### config.mk
export PLATFORM = sky130hd
export DESIGN_NAME = rsa_key_and_char_cipher_top
export DESIGN_NICKNAME = d
export VERILOG_FILES = /design/src/rkc_pkg.sv /design/src/rkc_mulmod.sv /design/src/rkc_div.sv /design/src/rsa_key_and_char_cipher_top.sv
export VERILOG_INCLUDE_DIRS = /design/src /design/src/src
export SDC_FILE = /design/constraint.sdc
export NUM_CORES = 2
export LEC_CHECK = 0
export CAP_MARGIN = 20
export CORE_MARGIN = 5
export CORE_UTILIZATION = 35
export DETAILED_ROUTE_END_ITERATION = 6
export DONT_BUFFER_PORTS = 1
export GPL_TIMING_DRIVEN = 0
export SLEW_MARGIN = 15
export SYNTH_ARGS = -nofsm -noshare
export SYNTH_HDL_FRONTEND = slang
export SYNTH_HIERARCHICAL = 1
export SYNTH_SLANG_ARGS = --single-unit
### constraint.sdc
create_clock -name clk -period 10.85 [get_ports clk]
set_clock_uncertainty 0.15 [all_clocks]
set_input_delay 1.085 -clock clk [delete_from_list [all_inputs] [get_ports clk]]
set_output_delay 1.085 -clock clk [all_outputs]
set_load 0.01 [all_outputs]
### src/rsa_key_and_char_cipher_top_assert.svh
// Assertion macros used by the cipher's top-level RTL file.
`ifndef RSA_KEY_AND_CHAR_CIPHER_TOP_ASSERT_SVH
`define RSA_KEY_AND_CHAR_CIPHER_TOP_ASSERT_SVH

// The antecedent holding implies the consequent in the same cycle.
`define RKC_ASSERT_SAME(name, ante, cons) \
    name: assert property (@(posedge clk) disable iff (!rst_n) (ante) |-> (cons)) \
        else $error("rkc assertion failed");

// The antecedent holding implies the consequent in the next cycle.
`define RKC_ASSERT_NEXT(name, ante, cons) \
    name: assert property (@(posedge clk) disable iff (!rst_n) (ante) |=> (cons)) \
        else $error("rkc assertion failed");

// The expression never holds.
`define RKC_ASSERT_NEVER(name, expr) \
    name: assert property (@(posedge clk) disable iff (!rst_n) !(expr)) \
        else $error("rkc assertion failed");

`endif

### src/rkc_pkg.sv
// Package with shared types and constants of the RSA cipher block.
package rkc_pkg;

    localparam int PRIME_BITS_DEF = 16;
    localparam int PW = 16;   // width of a prime register
    localparam int W  = 32;   // word width of modulus, exponents and data
    localparam int SW = 35;   // signed width of the Bezout coefficients

    localparam logic [1:0] ST_OK        = 2'd0;
    localparam logic [1:0] ST_NOT_PRIME = 2'd1;
    localparam logic [1:0] ST_BAD_EXP   = 2'd2;

    localparam logic CMD_ENC = 1'b0;
    localparam logic CMD_DEC = 1'b1;

    localparam logic [1:0] CFG_PRIME_P = 2'd0;
    localparam logic [1:0] CFG_PRIME_Q = 2'd1;
    localparam logic [1:0] CFG_PUB_EXP = 2'd2;

    typedef struct packed {
        logic          cmd;
        logic [W-1:0]  value;
    } rkc_in_t;

    typedef struct packed {
        logic [W-1:0]  result;
        logic [1:0]    status;
    } rkc_out_t;

    // Request to a serial arithmetic unit.
    typedef struct packed {
        logic start;
        logic plain;
    } unit_req_t;

endpackage

### src/rkc_mulmod.sv
// Bit-serial modular multiplier (plain product in plain mode), one multiplier bit per cycle.
module rkc_mulmod
(
    input  logic                  clk,
    input  logic                  rst_n,
    input  rkc_pkg::unit_req_t    req,
    input  logic [rkc_pkg::W-1:0] x,
    input  logic [rkc_pkg::W-1:0] y,
    input  logic [rkc_pkg::W-1:0] m,
    output logic                  done,
    output logic [rkc_pkg::W-1:0] z
);

    localparam int W  = rkc_pkg::W;
    localparam int CW = $clog2(W);

    logic          busy_reg, busy_next;
    logic          done_reg, done_next;
    logic          plain_reg, plain_next;
    logic [CW-1:0] cnt_reg, cnt_next;
    logic [W+1:0]  acc_reg, acc_next;
    logic [W-1:0]  xs_reg, xs_next;
    logic [W+2:0]  t;
    logic [W+2:0]  m1;
    logic [W+2:0]  m2;

    always_comb
    begin
        busy_next  = busy_reg;
        done_next  = 1'b0;
        plain_next = plain_reg;
        cnt_next   = cnt_reg;
        acc_next   = acc_reg;
        xs_next    = xs_reg;
        // Shift the partial sum and add the multiplicand on a one bit.
        t  = {acc_reg, 1'b0} + (xs_reg[W-1] ? {3'b000, y} : '0);
        m1 = {3'b000, m};
        m2 = {2'b00, m, 1'b0};
        if (req.start)
        begin
            busy_next  = 1'b1;
            plain_next = req.plain;
            cnt_next   = '0;
            acc_next   = '0;
            xs_next    = x;
        end
        else if (busy_reg)
        begin
            if (plain_reg)
                acc_next = t[W+1:0];
            else if (t >= m2)
                acc_next = (W+2)'(t - m2);
            else if (t >= m1)
                acc_next = (W+2)'(t - m1);
            else
                acc_next = t[W+1:0];
            xs_next  = {xs_reg[W-2:0], 1'b0};
            cnt_next = cnt_reg + 1'b1;
            if (cnt_reg == CW'(W - 1))
            begin
                busy_next = 1'b0;
                done_next = 1'b1;
            end
        end
    end

    always_ff @(posedge clk or negedge rst_n)
    begin
        if (!rst_n)
        begin
            busy_reg <= 1'b0;
            done_reg <= 1'b0;
        end
        else
        begin
            busy_reg <= busy_next;
            done_reg <= done_next;
        end
    end

    always_ff @(posedge clk)
    begin
        plain_reg <= plain_next;
        cnt_reg   <= cnt_next;
        acc_reg   <= acc_next;
        xs_reg    <= xs_next;
    end

    assign done = done_reg;
    assign z    = acc_reg[W-1:0];

endmodule

### src/rkc_div.sv
// Bit-serial restoring divider; also folds the quotient times a signed coefficient.
module rkc_div
(
    input  logic                          clk,
    input  logic                          rst_n,
    input  rkc_pkg::unit_req_t            req,
    input  logic [rkc_pkg::W-1:0]         n,
    input  logic [rkc_pkg::W-1:0]         d,
    input  logic signed [rkc_pkg::SW-1:0] s,
    output logic                          done,
    output logic [rkc_pkg::W-1:0]         rem,
    output logic signed [rkc_pkg::SW-1:0] prod
);

    localparam int W  = rkc_pkg::W;
    localparam int SW = rkc_pkg::SW;
    localparam int CW = $clog2(W);

    logic                 busy_reg, busy_next;
    logic                 done_reg, done_next;
    logic [CW-1:0]        cnt_reg, cnt_next;
    logic [W-1:0]         rem_reg, rem_next;
    logic [W-1:0]         ns_reg, ns_next;
    logic signed [SW-1:0] prod_reg, prod_next;
    logic [W:0]           t;
    logic                 ge;

    always_comb
    begin
        busy_next = busy_reg;
        done_next = 1'b0;
        cnt_next  = cnt_reg;
        rem_next  = rem_reg;
        ns_next   = ns_reg;
        prod_next = prod_reg;
        t  = {rem_reg, ns_reg[W-1]};
        ge = (t >= {1'b0, d});
        if (req.start)
        begin
            busy_next = 1'b1;
            cnt_next  = '0;
            rem_next  = '0;
            ns_next   = n;
            prod_next = '0;
        end
        else if (busy_reg)
        begin
            rem_next  = ge ? W'(t - {1'b0, d}) : t[W-1:0];
            ns_next   = {ns_reg[W-2:0], 1'b0};
            prod_next = (prod_reg <<< 1) + (ge ? s : '0);
            cnt_next  = cnt_reg + 1'b1;
            if (cnt_reg == CW'(W - 1))
            begin
                busy_next = 1'b0;
                done_next = 1'b1;
            end
        end
    end

    always_ff @(posedge clk or negedge rst_n)
    begin
        if (!rst_n)
        begin
            busy_reg <= 1'b0;
            done_reg <= 1'b0;
        end
        else
        begin
            busy_reg <= busy_next;
            done_reg <= done_next;
        end
    end

    always_ff @(posedge clk)
    begin
        cnt_reg  <= cnt_next;
        rem_reg  <= rem_next;
        ns_reg   <= ns_next;
        prod_reg <= prod_next;
    end

    assign done = done_reg;
    assign rem  = rem_reg;
    assign prod = prod_reg;

endmodule

### src/rsa_key_and_char_cipher_top.sv
// Top level of the textbook RSA cipher with on-demand key derivation.
//
//  channel   direction  handshake              payload
//  cmd       in         cmd_valid / cmd_stall  cmd_data  (cmd, value)
//  rsp       out        rsp_valid / rsp_stall  rsp_data  (result, status)
//  cfg       in         cfg_we                 cfg_index, cfg_data
//
// One command is worked on at a time; cmd_stall is high from the transfer
// until the result has been loaded into the output register. Each multiply,
// reduction and division step goes through a bit-serial unit. With a fresh
// key an encrypt or decrypt reduces the input, then squares once per exponent
// bit and multiplies once per one bit of the exponent. After a configuration
// write the key is derived first: two products, trial division of both
// primes and the extended Euclid loop, one division per quotient.
// Reset is asynchronous; it clears the state, primes, exponents, modulus, status and rsp_valid.
// A stalled result waits in the output register; the next command is taken
// while it waits, and only the final load waits for the register to drain.
module rsa_key_and_char_cipher_top
#(
    parameter int PRIME_BITS = rkc_pkg::PRIME_BITS_DEF
)
(
    input  logic                  clk,
    input  logic                  rst_n,
    input  logic                  cfg_we,
    input  logic [1:0]            cfg_index,
    input  logic [rkc_pkg::W-1:0] cfg_data,
    input  logic                  cmd_valid,
    output logic                  cmd_stall,
    input  rkc_pkg::rkc_in_t      cmd_data,
    output logic                  rsp_valid,
    input  logic                  rsp_stall,
    output rkc_pkg::rkc_out_t     rsp_data
);

`include "rsa_key_and_char_cipher_top_assert.svh"

    localparam int W  = rkc_pkg::W;
    localparam int PW = rkc_pkg::PW;
    localparam int SW = rkc_pkg::SW;

    // Only the low PRIME_BITS bits (at most PW) of each prime register take part.
    localparam logic [63:0] PMASK64 = (PRIME_BITS >= 32) ? 64'hFFFF_FFFF :
                                      ((64'd1 << PRIME_BITS) - 64'd1);
    localparam logic [PW-1:0] PMASK = PMASK64[PW-1:0];

    typedef enum logic [9:0] {
        S_IDLE   = 10'b00_0000_0001,
        S_MULM   = 10'b00_0000_0010,
        S_MULPHI = 10'b00_0000_0100,
        S_PRIME  = 10'b00_0000_1000,
        S_CHKE   = 10'b00_0001_0000,
        S_EUC    = 10'b00_0010_0000,
        S_FIX    = 10'b00_0100_0000,
        S_RED    = 10'b00_1000_0000,
        S_EXP    = 10'b01_0000_0000,
        S_DONE   = 10'b10_0000_0000
    } state_t;

    state_t               state_reg, state_next;
    logic                 run_reg, run_next;
    logic                 fresh_reg, fresh_next;
    logic [PW-1:0]        p_reg, p_next;
    logic [PW-1:0]        q_reg, q_next;
    logic [W-1:0]         e_reg, e_next;
    logic [W-1:0]         dk_reg, dk_next;
    logic [W-1:0]         m_reg, m_next;
    logic [1:0]           st_reg, st_next;
    logic [W-1:0]         phi_reg, phi_next;
    logic                 cmd_reg, cmd_next;
    logic [W-1:0]         val_reg, val_next;
    logic                 which_reg, which_next;
    logic [8:0]           dv_reg, dv_next;
    logic [16:0]          sq_reg, sq_next;
    logic [W-1:0]         oldr_reg, oldr_next;
    logic [W-1:0]         curr_reg, curr_next;
    logic signed [SW-1:0] olds_reg, olds_next;
    logic signed [SW-1:0] curs_reg, curs_next;
    logic [W-1:0]         acc_reg, acc_next;
    logic [W-1:0]         base_reg, base_next;
    logic [W-1:0]         ex_reg, ex_next;
    logic                 ph_reg, ph_next;
    logic [W-1:0]         res_reg, res_next;
    logic                 ov_reg, ov_next;
    rkc_pkg::rkc_out_t    out_reg, out_next;

    logic [PW-1:0]        p_eff;
    logic [PW-1:0]        q_eff;
    logic [PW-1:0]        n_cur;
    logic signed [SW-1:0] fixed_s;

    rkc_pkg::unit_req_t   mm_req;
    logic [W-1:0]         mm_x, mm_y;
    logic                 mm_done;
    logic [W-1:0]         mm_z;
    rkc_pkg::unit_req_t   dv_req;
    logic [W-1:0]         dv_n, dv_d;
    logic signed [SW-1:0] dv_s;
    logic                 dv_done;
    logic [W-1:0]         dv_rem;
    logic signed [SW-1:0] dv_prod;

    assign p_eff   = p_reg & PMASK;
    assign q_eff   = q_reg & PMASK;
    assign n_cur   = which_reg ? q_eff : p_eff;
    assign fixed_s = olds_reg + $signed({3'b000, phi_reg});

    // Operand selection for the shared serial units.
    always_comb
    begin
        mm_x = {16'h0000, p_eff};
        mm_y = {16'h0000, q_eff};
        case (state_reg)
            S_MULPHI:
            begin
                mm_x = {16'h0000, PW'(p_eff - 1'b1)};
                mm_y = {16'h0000, PW'(q_eff - 1'b1)};
            end
            S_RED:
            begin
                mm_x = (cmd_reg == rkc_pkg::CMD_DEC) ? val_reg : {24'h000000, val_reg[7:0]};
                mm_y = W'(1);
            end
            S_EXP:
            begin
                mm_x = ph_reg ? base_reg : acc_reg;
                mm_y = base_reg;
            end
            default:
            begin
                mm_x = {16'h0000, p_eff};
                mm_y = {16'h0000, q_eff};
            end
        endcase
        if (state_reg == S_EUC)
        begin
            dv_n = oldr_reg;
            dv_d = curr_reg;
            dv_s = curs_reg;
        end
        else
        begin
            dv_n = {16'h0000, n_cur};
            dv_d = {23'h000000, dv_reg};
            dv_s = '0;
        end
    end

    always_comb
    begin
        state_next = state_reg;
        run_next   = run_reg;
        fresh_next = fresh_reg;
        p_next     = p_reg;
        q_next     = q_reg;
        e_next     = e_reg;
        dk_next    = dk_reg;
        m_next     = m_reg;
        st_next    = st_reg;
        phi_next   = phi_reg;
        cmd_next   = cmd_reg;
        val_next   = val_reg;
        which_next = which_reg;
        dv_next    = dv_reg;
        sq_next    = sq_reg;
        oldr_next  = oldr_reg;
        curr_next  = curr_reg;
        olds_next  = olds_reg;
        curs_next  = curs_reg;
        acc_next   = acc_reg;
        base_next  = base_reg;
        ex_next    = ex_reg;
        ph_next    = ph_reg;
        res_next   = res_reg;
        ov_next    = ov_reg;
        out_next   = out_reg;
        mm_req     = '0;
        dv_req     = '0;

        if (ov_reg && !rsp_stall)
            ov_next = 1'b0;

        case (state_reg)
            S_IDLE:
            begin
                if (cmd_valid)
                begin
                    cmd_next   = cmd_data.cmd;
                    val_next   = cmd_data.value;
                    state_next = fresh_reg ? S_RED : S_MULM;
                end
            end
            S_MULM:
            begin
                if (!run_reg)
                begin
                    mm_req   = '{start: 1'b1, plain: 1'b1};
                    run_next = 1'b1;
                end
                else if (mm_done)
                begin
                    run_next   = 1'b0;
                    m_next     = mm_z;
                    dk_next    = '0;
                    state_next = S_MULPHI;
                end
            end
            S_MULPHI:
            begin
                if (!run_reg)
                begin
                    mm_req   = '{start: 1'b1, plain: 1'b1};
                    run_next = 1'b1;
                end
                else if (mm_done)
                begin
                    run_next   = 1'b0;
                    phi_next   = mm_z;
                    which_next = 1'b0;
                    dv_next    = 9'd2;
                    sq_next    = 17'd4;
                    state_next = S_PRIME;
                end
            end
            S_PRIME:
            begin
                // Trial division by each d from 2 with d*d <= n, until one divides n.
                if (!run_reg)
                begin
                    if (n_cur < PW'(2))
                    begin
                        st_next    = rkc_pkg::ST_NOT_PRIME;
                        fresh_next = 1'b1;
                        state_next = S_RED;
                    end
                    else if (sq_reg > {1'b0, n_cur})
                    begin
                        if (which_reg)
                            state_next = S_CHKE;
                        else
                        begin
                            which_next = 1'b1;
                            dv_next    = 9'd2;
                            sq_next    = 17'd4;
                        end
                    end
                    else
                    begin
                        dv_req   = '{start: 1'b1, plain: 1'b0};
                        run_next = 1'b1;
                    end
                end
                else if (dv_done)
                begin
                    run_next = 1'b0;
                    if (dv_rem == '0)
                    begin
                        st_next    = rkc_pkg::ST_NOT_PRIME;
                        fresh_next = 1'b1;
                        state_next = S_RED;
                    end
                    else
                    begin
                        dv_next = dv_reg + 1'b1;
                        sq_next = sq_reg + {7'b0000000, dv_reg, 1'b1};
                    end
                end
            end
            S_CHKE:
            begin
                if (e_reg == '0 || e_reg >= phi_reg)
                begin
                    st_next    = rkc_pkg::ST_BAD_EXP;
                    fresh_next = 1'b1;
                    state_next = S_RED;
                end
                else
                begin
                    oldr_next  = phi_reg;
                    curr_next  = e_reg;
                    olds_next  = '0;
                    curs_next  = SW'(1);
                    state_next = S_EUC;
                end
            end
            S_EUC:
            begin
                // Extended Euclid; the remainder left at the end is the gcd.
                if (!run_reg)
                begin
                    if (curr_reg == '0)
                    begin
                        if (oldr_reg != W'(1))
                        begin
                            st_next    = rkc_pkg::ST_BAD_EXP;
                            fresh_next = 1'b1;
                            state_next = S_RED;
                        end
                        else
                            state_next = S_FIX;
                    end
                    else
                    begin
                        dv_req   = '{start: 1'b1, plain: 1'b0};
                        run_next = 1'b1;
                    end
                end
                else if (dv_done)
                begin
                    run_next  = 1'b0;
                    oldr_next = curr_reg;
                    curr_next = dv_rem;
                    olds_next = curs_reg;
                    curs_next = olds_reg - dv_prod;
                end
            end
            S_FIX:
            begin
                dk_next    = (olds_reg < 0) ? fixed_s[W-1:0] : olds_reg[W-1:0];
                st_next    = rkc_pkg::ST_OK;
                fresh_next = 1'b1;
                state_next = S_RED;
            end
            S_RED:
            begin
                if (!run_reg)
                begin
                    if (st_reg != rkc_pkg::ST_OK)
                    begin
                        res_next   = '0;
                        state_next = S_DONE;
                    end
                    else
                    begin
                        mm_req   = '{start: 1'b1, plain: 1'b0};
                        run_next = 1'b1;
                        acc_next = (m_reg == W'(1)) ? '0 : W'(1);
                        ex_next  = (cmd_reg == rkc_pkg::CMD_DEC) ? dk_reg : e_reg;
                    end
                end
                else if (mm_done)
                begin
                    run_next   = 1'b0;
                    base_next  = mm_z;
                    ph_next    = 1'b0;
                    state_next = S_EXP;
                end
            end
            S_EXP:
            begin
                // Right-to-left square and multiply, one exponent bit per pass.
                if (!run_reg)
                begin
                    if (ex_reg == '0)
                    begin
                        res_next   = (cmd_reg == rkc_pkg::CMD_DEC) ?
                                     {24'h000000, acc_reg[7:0]} : acc_reg;
                        state_next = S_DONE;
                    end
                    else if (!ph_reg && !ex_reg[0])
                        ph_next = 1'b1;
                    else
                    begin
                        mm_req   = '{start: 1'b1, plain: 1'b0};
                        run_next = 1'b1;
                    end
                end
                else if (mm_done)
                begin
                    run_next = 1'b0;
                    if (!ph_reg)
                    begin
                        acc_next = mm_z;
                        ph_next  = 1'b1;
                    end
                    else
                    begin
                        base_next = mm_z;
                        ph_next   = 1'b0;
                        ex_next   = {1'b0, ex_reg[W-1:1]};
                    end
                end
            end
            S_DONE:
            begin
                if (!ov_reg || !rsp_stall)
                begin
                    ov_next    = 1'b1;
                    out_next   = '{result: res_reg, status: st_reg};
                    state_next = S_IDLE;
                end
            end
            default:
            begin
                state_next = S_IDLE;
                run_next   = 1'b0;
            end
        endcase

        // Configuration writes must arrive only while the block is idle; the block itself does not enforce this.
        if (cfg_we)
        begin
            case (cfg_index)
                rkc_pkg::CFG_PRIME_P:
                begin
                    p_next     = cfg_data[PW-1:0];
                    fresh_next = 1'b0;
                end
                rkc_pkg::CFG_PRIME_Q:
                begin
                    q_next     = cfg_data[PW-1:0];
                    fresh_next = 1'b0;
                end
                rkc_pkg::CFG_PUB_EXP:
                begin
                    e_next     = cfg_data;
                    fresh_next = 1'b0;
                end
                default:
                begin
                    fresh_next = fresh_next;
                end
            endcase
        end
    end

    always_ff @(posedge clk or negedge rst_n)
    begin
        if (!rst_n)
        begin
            state_reg <= S_IDLE;
            run_reg   <= 1'b0;
            fresh_reg <= 1'b0;
            p_reg     <= '0;
            q_reg     <= '0;
            e_reg     <= '0;
            dk_reg    <= '0;
            m_reg     <= '0;
            st_reg    <= rkc_pkg::ST_OK;
            ov_reg    <= 1'b0;
        end
        else
        begin
            state_reg <= state_next;
            run_reg   <= run_next;
            fresh_reg <= fresh_next;
            p_reg     <= p_next;
            q_reg     <= q_next;
            e_reg     <= e_next;
            dk_reg    <= dk_next;
            m_reg     <= m_next;
            st_reg    <= st_next;
            ov_reg    <= ov_next;
        end
    end

    always_ff @(posedge clk)
    begin
        phi_reg   <= phi_next;
        cmd_reg   <= cmd_next;
        val_reg   <= val_next;
        which_reg <= which_next;
        dv_reg    <= dv_next;
        sq_reg    <= sq_next;
        oldr_reg  <= oldr_next;
        curr_reg  <= curr_next;
        olds_reg  <= olds_next;
        curs_reg  <= curs_next;
        acc_reg   <= acc_next;
        base_reg  <= base_next;
        ex_reg    <= ex_next;
        ph_reg    <= ph_next;
        res_reg   <= res_next;
        out_reg   <= out_next;
    end

    rkc_mulmod u_mulmod
    (
        .clk   (clk),
        .rst_n (rst_n),
        .req   (mm_req),
        .x     (mm_x),
        .y     (mm_y),
        .m     (m_reg),
        .done  (mm_done),
        .z     (mm_z)
    );

    rkc_div u_div
    (
        .clk   (clk),
        .rst_n (rst_n),
        .req   (dv_req),
        .n     (dv_n),
        .d     (dv_d),
        .s     (dv_s),
        .done  (dv_done),
        .rem   (dv_rem),
        .prod  (dv_prod)
    );

    assign cmd_stall = (state_reg != S_IDLE);
    assign rsp_valid = ov_reg;
    assign rsp_data  = out_reg;

    // A failed key check always answers zero.
    `RKC_ASSERT_SAME(a_err_zero, ov_reg && out_reg.status != rkc_pkg::ST_OK, out_reg.result == '0)
    // After a command transfer the input is closed (cmd_stall high).
    `RKC_ASSERT_NEXT(a_busy_after_cmd, cmd_valid && !cmd_stall, cmd_stall)
    // The two serial units are never started in the same cycle.
    `RKC_ASSERT_NEVER(a_one_unit, mm_req.start && dv_req.start)

endmodule
==> Word level (Yosys, flattened, before mapping) <==
Cells that the tools add are included.
Widths: inputs -> output; s select.
{ "totals": {"regBits": 712, "in_bits": 72, "output_inout_bits": 36} }
{ "classes": {"reduce_logical": 42, "muxes": 179, "eq_ne": 58, "n_addsub": 13, "magnitude_cmp": 7} }
{ "op_table": {"columns": ["op", "count"], "rows": [
  ["$mux 32", 40],
  ["$pmux 32 s2", 7],
  ["$mux 35", 8],
  ["$pmux 32 s3", 2],
  ["$mux 10", 19],
  ["$pmux 35 s2", 2],
  ["$mux 17", 8],
  ["$logic_not 32->1", 4],
  ["$mux 34", 3],
  ["$pmux 10 s10", 1],
  ["$mux 9", 8],
  ["$mux 1", 49],
  ["$ne 2x2->1 const B", 20],
  ["$mux 2", 19],
  ["$add 35x32->35", 1],
  ["$add 35x35->35", 1],
  ["$ge 35x32->1", 1],
  ["$ge 35x33->1", 1],
  ["$lt 35x1->1 const B", 1],
  ["$sub 35x35->35", 1],
  ["$pmux 17 s2", 1],
  ["$sub 34x32->34", 1],
  ["$sub 34x33->34", 1],
  ["$ge 33x32->1", 1],
  ["other kinds (54)", 99]
]} }

==> Depth between registers and ports, before layout <==
{ "logic_depth": {"depth_word": 8, "mapped_depth": 35, "mapped_depth_nobuf": 30} }

==> Hierarchy <==
The synthesis kept the hierarchy.
{ "modules_own_cells": {"columns": ["mod", "cells_per_inst", "n_inst", "area_each_um2", "seq_area_each_um2"], "rows": [
  ["rsa_key_and_char_cipher_top", 2544, 1, 28048.2, 15260.9],
  ["rkc_mulmod", 1133, 1, 9085.0, 1821.7],
  ["rkc_div", 917, 1, 7838.8, 2452.4]
]} }

==> Least setup slack after synthesis <==
OpenSTA, ideal clock, no wires.
{ "synth_path": {"path_type": "reg-to-reg", "startpoint": "register e_reg[9]", "endpoint": "register curr_reg[0] (enable)", "setup_ns": 0.628, "slack_ns": 2.504, "period_less_slack_ns": 8.346, "n_path_buf": 0, "arrival_time_ns": 7.568, "stages_incl_launch_ff": 11, "cell_sequence": "dfrtp_1 ha_1 a21o_1 a21o_1 a2111oi_0 o211ai_1 a21oi_1 o21ai_0 nor2_1 a21oi_1 nor2_1"} }
{ "synth_via": {"elab_chain_cells": 4, "elab_cells_between_ends": 5, "cone_classes": "order compare (1); eq/ne (1); reduce/logical (3)"} }
{ "synth_rtl": {"columns": ["element", "line_no", "source"], "rows": [
  ["start: declaration", "rsa_key_and_char_cipher_top.sv:65", "logic [W-1:0] e_reg, e_next;"],
  ["start signal: assignment", "rsa_key_and_char_cipher_top.sv:449", "e_reg <= e_next;"],
  ["$ge 32x32->1 / $logic_not 32->1 (equally long branches)", "rsa_key_and_char_cipher_top.sv:271", "if (e_reg == '0 || e_reg >= phi_reg)"],
  ["$logic_or 1x1->1 (*)", "rsa_key_and_char_cipher_top.sv:271", null],
  ["$ne 2x2->1 (no source line) (*)", null, null],
  ["$reduce_and 4->1 (no source line) (*)", null, null],
  ["end signal: assignment", "rsa_key_and_char_cipher_top.sv:466", "curr_reg <= curr_next;"],
  ["end: declaration", "rsa_key_and_char_cipher_top.sv:76", "logic [W-1:0] curr_reg, curr_next;"]
]} }
Every way passes the cells marked *; elsewhere a longest branch is shown, timed or not.
A chain may end at the register's enable or synchronous reset.

==> Worst setup path in the final report <==
{ "layout_path": {"startpoint": "register state_reg[4]", "endpoint": "register u_mulmod.acc_reg[24]"} }
{ "layout_via": {"elab_chain_cells": 8, "elab_cells_between_ends": 16, "cone_classes": "add/sub (3); order compare (2); eq/ne (4); mux (6); reduce/logical (1)"} }
{ "layout_rtl": {"columns": ["element", "line_no", "source"], "rows": [
  ["start: declaration", "rsa_key_and_char_cipher_top.sv:60", "state_t state_reg, state_next;"],
  ["start signal: assignment", "rsa_key_and_char_cipher_top.sv:444", "state_reg <= state_next;"],
  ["$eq 10x9->1, or another cell as far along", "rsa_key_and_char_cipher_top.sv:113", "case (state_reg)"],
  ["$pmux 32 s3 (*)", "rsa_key_and_char_cipher_top.sv:113", null],
  ["net mm_y[1]", "rsa_key_and_char_cipher_top.sv:93", "logic [W-1:0] mm_x, mm_y;"],
  ["$mux 32 (*)", "rkc_mulmod.sv:36", "t = {acc_reg, 1'b0} + (xs_reg[W-1] ? {3'b000, y} : '0);"],
  ["$add 35x32->35 (*)", "rkc_mulmod.sv:36", null],
  ["$sub 34x32->34 / $ge 35x32->1 (equally long branches)", "rkc_mulmod.sv:54, rkc_mulmod.sv:53", null],
  ["$mux 34", "rkc_mulmod.sv:53", "else if (t >= m1)"],
  ["$mux 34", "rkc_mulmod.sv:51", "else if (t >= m2)"],
  ["$mux 34 (*)", "rkc_mulmod.sv:49", "if (plain_reg)"],
  ["end signal: assignment", "rkc_mulmod.sv:85", "acc_reg <= acc_next;"],
  ["end: declaration", "rkc_mulmod.sv:21", "logic [W+1:0] acc_reg, acc_next;"]
]} }
Mark *: on every way through the listed nets, which the timed path passes. The rest lies on a longest branch.

==> qor.txt <==
syn avg cell area - 9.79 um2
Die Ht - 368 um
DRT iter0 DRCs - 3,697
Pwr Total - 10.7 mW
Setup CP Type - flop to flop
fin area - 0.0500 mm2
final hold violations - 0
fillcell total - 12,600
Skew-Pair Late Insertion Delay - 0.66 ns
first drt pass iteration count - 6
routed len/inst - 24.2 um
cts repair resizes - 0
H-tree depth - 3
vias in the first global route - 35,400
worst min-delay path class - input pin to async pin
RSZ-0062 raised after global routing - no
Placer Congestion - 0.942
cell row count - 131
Slew HR - 0.304
Tmin final - 9.80 ns
total track usage - 0.220
Slowest cell on crit path - clkbuf_1
clk slew on worst S/H paths - 0.07 ns
via count - 37,100
Detail Route Antenna Nets - 0
GRT overflow - 0
commonest cells after routing, fill and taps aside - nand2_1 (472), edfxtp_1 (454), nor2_1 (317)
syn_nets - 4,962
worst path bufs/invs - 7
final period utilization - 0.903
Inserted Clock Buffers - 76
commonest non-fill, non-tap cell in the layout - nand2_1
actual slew at the worst max-slew pin - 1.04 ns
CTS Root Cell - clkbuf_16
Leakage - 20.1 nW
setup ws final - 1.05 ns
status - finished, final reports clean
routed wire length - 156,000 um
nets - 5,064
number of setup buffers added after CTS - 0
Max stage delay on crit path - 0.59 ns
die area - 0.136 mm2
mapped cell area - 0.0450 mm2
PortBufs - 0
DP HPWL - 122,000 um
Post-Syn Instances - 4,593
final setup fails - 0
Die X-Extent - 368 um
placed cell area - 0.0474 mm2
initial antenna violation count - 20
Vias per Instance - 5.77
max-slew violations - 0
r2r setup slk - 1.05 ns
Startpoint Class - flop
Worst EP arrival - 10.17 ns
fmax - 102 MHz
number of synthesis warnings - 6
DP Worst Slack - 1.33 ns
# IOs - 108
PD cells - 214 mW/mm2
CTS tree - done
Crit. End Element - flop
Area growth syn-to-layout - 11.3%
VDD IR max - 0.130 mV
Clock Path Buffers - 3
Starting Density - 0.352
largest net degree at the start of global routing - 96
Sequential Area - 0.0195 mm2
Multi-input gate area - 0.0236 mm2
DRC viols - 0
CP max FO - 10
hold_buf cts - 3
Max-Cap Viols - 0
Clock Sinks - 712
CP required - 11.22 ns
first-pass GRT wire length - 228,000 um
share of cells above drive strength 1 - 0.0908
Crit path max-delay family - compound AO/OA/AOI/OAI gates
Core Footprint - 0.128 mm2
-- final cells by class --
class	count	area share
clock buffer	96	0.0414
buffer	231	0.0213
clock inverter	43	0.00858
inverter	239	0.0179
multi-input combinational	3411	0.471
timing repair buffer	24	0.00738
antenna	14	0.000700
tap	1662	0.0416
sequential	712	0.390
-- through the flow --
step	std cells	hold slack (ns)	utilization	setup TNS (ns)
3_5_place_dp	6275	0.255	0.371	0
6_report	6432	0.133	0.392	0
3_3_place_gp	6255	0.254	0.368	-98.61
5_1_grt	6422	0.101	0.392	0
4_1_cts	6417	0.0950	0.391	0
2_1_floorplan	4593	0.250	-	0
-- routing by layer --
metal / wire length, um / vias to the layer above / global-route usage
met2: 69300 / 1424 / 0.346
met4: 5650 / 4 / 0.0789
met5: 26 / - / 0
li1: - / 17100 / -
met1: 68200 / 18400 / 0.302
met3: 12400 / 283 / 0.0444
-- power by group --
group / internal (mW) / total (mW) / switching [mW]
Combinational: 1.73 / 4.57 / 2.84
Sequential: 3.20 / 3.46 / 0.260
Clock: 1.53 / 2.67 / 1.15
Total: 6.45 / 10.7 / 4.25
-- worst paths after layout --
kind | depth (start not counted) | startpoint | end
max | 35 | state_reg[4] | u_mulmod/acc_reg[24]
min | 0 | rst_n | state_reg[0]
max reg2reg | 35 | state_reg[4] | u_mulmod/acc_reg[24]
min reg2reg | 0 | res_reg[17] | rsp_data[19]
max in group asynchronous | 1 | rst_n | u_div/busy_reg
min in group clk | 0 | res_reg[17] | rsp_data[19]
(Power assumes the default switching activity.)
